==> src/rtl/core/cbz_pkg.sv <==
// Shared types, constants and reset values for the cubic Bezier point evaluator.
`default_nettype none

package cbz_pkg;

	localparam int CBZ_COORD_WIDTH     = 16;
	localparam int CBZ_PARAM_FRAC_BITS = 16;

	localparam int APB_ADDR_W = 5;
	localparam int APB_DATA_W = 32;
	localparam int NUM_REGS   = 8;
	localparam int REG_IDX_W  = $clog2(NUM_REGS);

	typedef enum logic [REG_IDX_W-1:0] {
		REG_P0_X,
		REG_P0_Y,
		REG_P1_X,
		REG_P1_Y,
		REG_P2_X,
		REG_P2_Y,
		REG_P3_X,
		REG_P3_Y
	} reg_idx_t;

	localparam int P0_X_RST = -250;
	localparam int P0_Y_RST = 250;
	localparam int P1_X_RST = -100;
	localparam int P1_Y_RST = -100;
	localparam int P2_X_RST = 100;
	localparam int P2_Y_RST = -100;
	localparam int P3_X_RST = 250;
	localparam int P3_Y_RST = 250;

	// per-stage load enables of the evaluation pipeline
	typedef struct packed {
		logic s1;
		logic s2;
		logic s3;
		logic s4;
		logic s5;
		logic s6;
	} pipe_en_t;

	function automatic int coord_rst(reg_idx_t idx);
		int val;
		unique case (idx)
			REG_P0_X: val = P0_X_RST;
			REG_P0_Y: val = P0_Y_RST;
			REG_P1_X: val = P1_X_RST;
			REG_P1_Y: val = P1_Y_RST;
			REG_P2_X: val = P2_X_RST;
			REG_P2_Y: val = P2_Y_RST;
			REG_P3_X: val = P3_X_RST;
			REG_P3_Y: val = P3_Y_RST;
			default:  val = 0;
		endcase
		return val;
	endfunction

endpackage

`default_nettype wire

==> src/rtl/core/cbz_cfg_regs.sv <==
// APB register file holding the four control points.
`default_nettype none

module cbz_cfg_regs #(
	parameter int COORD_WIDTH = cbz_pkg::CBZ_COORD_WIDTH
) (
	input  wire logic                                      clk,
	input  wire logic                                      arst_n,
	input  wire logic                                      psel,
	input  wire logic                                      penable,
	input  wire logic                                      pwrite,
	input  wire logic [cbz_pkg::APB_ADDR_W-1:0]            paddr,
	input  wire logic [cbz_pkg::APB_DATA_W-1:0]            pwdata,
	output logic      [cbz_pkg::APB_DATA_W-1:0]            prdata,
	output logic                                           pready,
	output logic      [3:0][COORD_WIDTH-1:0]               coord_x,
	output logic      [3:0][COORD_WIDTH-1:0]               coord_y
);

	logic signed [COORD_WIDTH-1:0] coord_q [cbz_pkg::NUM_REGS];
	cbz_pkg::reg_idx_t             idx;
	logic                          wr_en;

	assign idx    = cbz_pkg::reg_idx_t'(paddr[cbz_pkg::REG_IDX_W+1:2]);
	assign wr_en  = psel && penable && pwrite;
	assign pready = 1'b1;

	always_ff @(posedge clk or negedge arst_n) begin
		if (!arst_n) begin
			for (int i = 0; i < cbz_pkg::NUM_REGS; i++) begin
				coord_q[i] <= COORD_WIDTH'(cbz_pkg::coord_rst(cbz_pkg::reg_idx_t'(i)));
			end
		end else if (wr_en) begin
			coord_q[idx] <= pwdata[COORD_WIDTH-1:0];
		end
	end

	assign prdata = cbz_pkg::APB_DATA_W'(coord_q[idx]);

	assign coord_x[0] = coord_q[cbz_pkg::REG_P0_X];
	assign coord_x[1] = coord_q[cbz_pkg::REG_P1_X];
	assign coord_x[2] = coord_q[cbz_pkg::REG_P2_X];
	assign coord_x[3] = coord_q[cbz_pkg::REG_P3_X];
	assign coord_y[0] = coord_q[cbz_pkg::REG_P0_Y];
	assign coord_y[1] = coord_q[cbz_pkg::REG_P1_Y];
	assign coord_y[2] = coord_q[cbz_pkg::REG_P2_Y];
	assign coord_y[3] = coord_q[cbz_pkg::REG_P3_Y];

endmodule

`default_nettype wire

==> config.mk <==
export PLATFORM = sky130hd
export DESIGN_NAME = cbz_cfg_regs
export DESIGN_NICKNAME = d
export VERILOG_FILES = /design/src/rtl/core/cbz_pkg.sv /design/src/rtl/core/cbz_cfg_regs.sv
export SDC_FILE = /design/constraint.sdc
export NUM_CORES = 1
export LEC_CHECK = 0
export BUFFER_PORTS_ARGS = -buffer_cell sky130_fd_sc_hd__buf_2
export CAP_MARGIN = 0
export CORE_MARGIN = 5
export CORE_UTILIZATION = 35
export DETAILED_ROUTE_END_ITERATION = 10
export GPL_TIMING_DRIVEN = 0
export PLACE_DENSITY = 0.58
export SYNTH_ARGS = -nofsm -noshare
export SYNTH_HDL_FRONTEND = slang
export SYNTH_SLANG_ARGS = --single-unit
==> constraint.sdc <==
create_clock -name clk -period 3 [get_ports clk]
set_input_delay 0.3 -clock clk [delete_from_list [all_inputs] [get_ports clk]]
set_output_delay 0.3 -clock clk [all_outputs]
set_load 0.01 [all_outputs]
==> out/summary.txt <==
Initial antenna violation count - 0
RSZ-0062 raised after global routing - false
Leakage power - 3.75 nW
Worst Setup End Kind - output port
I/O Buffers - 181
Hpwl dp - 12200 µm
DR pass1 iterations - 4
CTS tree - done
Die Footprint - 20000 µm²
Worst hold start - pwdata[14]
Reg power frac - 0.387
CTS buffer count - 17
CP max FO - 10
ANT cells - 0
Area of the multi-input gates - 2510 µm²
H-tree depth - 4
DR WL/cell - 21.8 µm
Worst setup SP type - input port
DR vias/cell - 5.00
Most common cell after layout, fill and taps aside - buf_2
Yosys warns - 0
Setup Buffers After CTS - 0
Logic gate share of total power - 0.238
Clock latency on the worst-skew pair - 0.41 ns
Sw Share - 0.268
Max-Cap Viols - 0
Antenna-violating nets left - 0
Hold Path Class - input port to flop
Unique cell type count in the Yosys netlist - 27
Period utilization - 0.808
Worst Tran Pin Value - 0.857 ns
Via count - 4001
Core Area - 17100 µm²
Hold slack - 0.213 ns
Detailed-route DRC error count - 0
Total wire length - 17400 µm
Switch Pwr - 1.70 mW
Setup tns final - 0 ns
Most frequent cells in the layout - buf_2, mux2_2, dfstp_2
Worst Path Arrival - 2.12 ns
Max VDD drop - 0.000412 V
Total track usage - 0.177
Gr ovfl total - 0
Max frequency - 413 MHz
Clock sink count - 128
Register Area - 3290 µm²
1st-iter DRT viols - 156
Fin crit period - 2.42 ns
First-pass GRT wire length - 26400 µm
Syn avg cell area - 16.8 µm²
Post-synthesis sequential area ratio - 0.543
Final setup violation count - 0
Outcome - complete, no violations
Synthesis-to-layout area growth - 31.7%
Pwr per Cell Area - 798 nW/µm²
I/O pin cnt - 203
Post-CTS resize count - 0
Clock Skew - 0 ns
Die Wd - 142 µm
Gpl congestion - 0.792
Crit Path Class - input port to output port
Syn Std Cell Area - 6060 µm²
Worst R2R Start - coord_y[50]
Critical Path RT - 2.70 ns
Internal Dissipation - 4.66 mW
Syn nets - 403
# fillers - 1561
Mapped Cells - 361
Synthesized flop and latch total - 128
Layout Nets - 605
Layout cells sized above 1 - 0.863
Die Y - 142 µm
Clock-pin slew on the worst setup and hold paths - 0.06 ns
Vias in the first global route - 4282
Root buffer cell - clkbuf_16
Clk network pwr share - 0.375
Cts hold-fix bufs - 1
Rel. slew slack - 0.429
Final Hold Viols - 0
CTS Buffer Depth - 2
Max Slew Vio Count - 0
Largest net degree at the start of global routing - 80
Row count - 48
Worst Setup SP - paddr[3]
Initial core utilization - 0.354
-- flip-flops by register name, indices dropped and copies added (netlist names) --
signal   cells
coord_x     64
coord_y     64
-- Yosys cell counts --
cell | instances | area, µm²
dfrtp_1 | 61 | 1530
mux2i_1 | 2 | 20.0
and2_1 | 1 | 6.26
nor2_2 | 3 | 18.8
nand4_4 | 1 | 21.3
buf_2 | 5 | 25.0
mux4_2 | 30 | 676
mux2_1 | 1 | 11.3
clkbuf_2 | 1 | 5.00
conb_1 | 1 | 3.75
nor3_4 | 2 | 32.5
buf_1 | 1 | 3.75
mux2_2 | 142 | 1600
dfstp_2 | 67 | 1760
inv_1 | 1 | 3.75
nand2_1 | 1 | 3.75
buf_6 | 2 | 22.5
nor2_4 | 3 | 33.8
nor2_1 | 1 | 3.75
o211ai_1 | 1 | 7.51
nand4b_4 | 1 | 23.8
a22oi_1 | 1 | 7.51
nor4bb_1 | 1 | 10.0
o32a_1 | 1 | 10.0
buf_4 | 27 | 203
a31oi_1 | 1 | 6.26
nand2b_1 | 2 | 12.5
-- final cells by class --
type / count / share of cell area
buffer: 36 / 0.0325
sequential: 128 / 0.412
inverter: 1 / 0.000471
clock inverter: 10 / 0.0256
tap: 225 / 0.0353
timing repair buffer: 183 / 0.119
multi-input combinational: 196 / 0.314
clock buffer: 22 / 0.0607
-- power groups by stage --
| stage | clock [mW] | sequential (mW) | combinational, mW |
|---|---|---|---|
| 5_1_grt | 2.50 | 2.52 | 1.64 |
| 6_report | 2.39 | 2.46 | 1.51 |
| 3_5_place_dp | 0 | 2.49 | 1.54 |
| 2_1_floorplan | 0 | 2.60 | 0.713 |
| 4_1_cts | 2.44 | 2.46 | 1.55 |
| 3_3_place_gp | 0 | 2.46 | 1.52 |
-- path summary, 6_finish.rpt --
check | end | slack [ns] | cells after the start
max in group asynchronous | coord_y[23] | 1.83 | 3
hold / removal | coord_x[62] | 0.21 | 2
hold reg to reg | coord_x[62] | 0.51 | 1
setup / recovery | prdata[14] | 0.58 | 6
setup reg to reg | coord_y[50] | 2.20 | 1
min in group asynchronous | coord_y[33] | 0.39 | 2
-- metrics by stage --
| step | utilization | total power [mW] | instances | cell area (µm²) | worst slack [ns] |
|---|---|---|---|---|---|
| final | 0.466 | 6.37 | 801 | 7980 | 0.577 |
| after global routing | 0.466 | 6.66 | 801 | 7980 | 0.500 |
| after CTS | 0.466 | 6.45 | 801 | 7980 | 0.567 |
| after detailed placement | 0.425 | 4.03 | 768 | 7280 | 0.569 |
| after global placement | 0.423 | 3.98 | 767 | 7240 | 0.0590 |
| after floorplan | - | 3.31 | 361 | 6060 | 0.973 |
-- logic make-up (layout without fill, tap and decap cells) --
| group | Yosys count | count (layout) | synth area share |
|---|---|---|---|
| mux | 175 | 175 | 0.381 |
| flops | 128 | 128 | 0.543 |
| buf+inv | 37 | 252 | 0.0434 |
| simple gates | 16 | 16 | 0.0275 |
| other cells | 1 | 1 | 0.000619 |
| compound gates | 4 | 4 | 0.00517 |
-- critical path, stage by stage --
cell and delay [ns]:
buf_2 0.11, buf_4 0.20, buf_1 0.67, mux4_2 0.42, mux2_2 0.27, buf_2 0.15
-- per-layer routing --
layer,share of wire,GRT usage,vias to the layer above
met4,0.012,0.0545,0
met2,0.45,0.267,166
met3,0.090,0.0647,15
met1,0.45,0.240,2070
met5,0,0,-
li1,-,-,1750
Note: power is estimated with default switching activity, not from simulation.
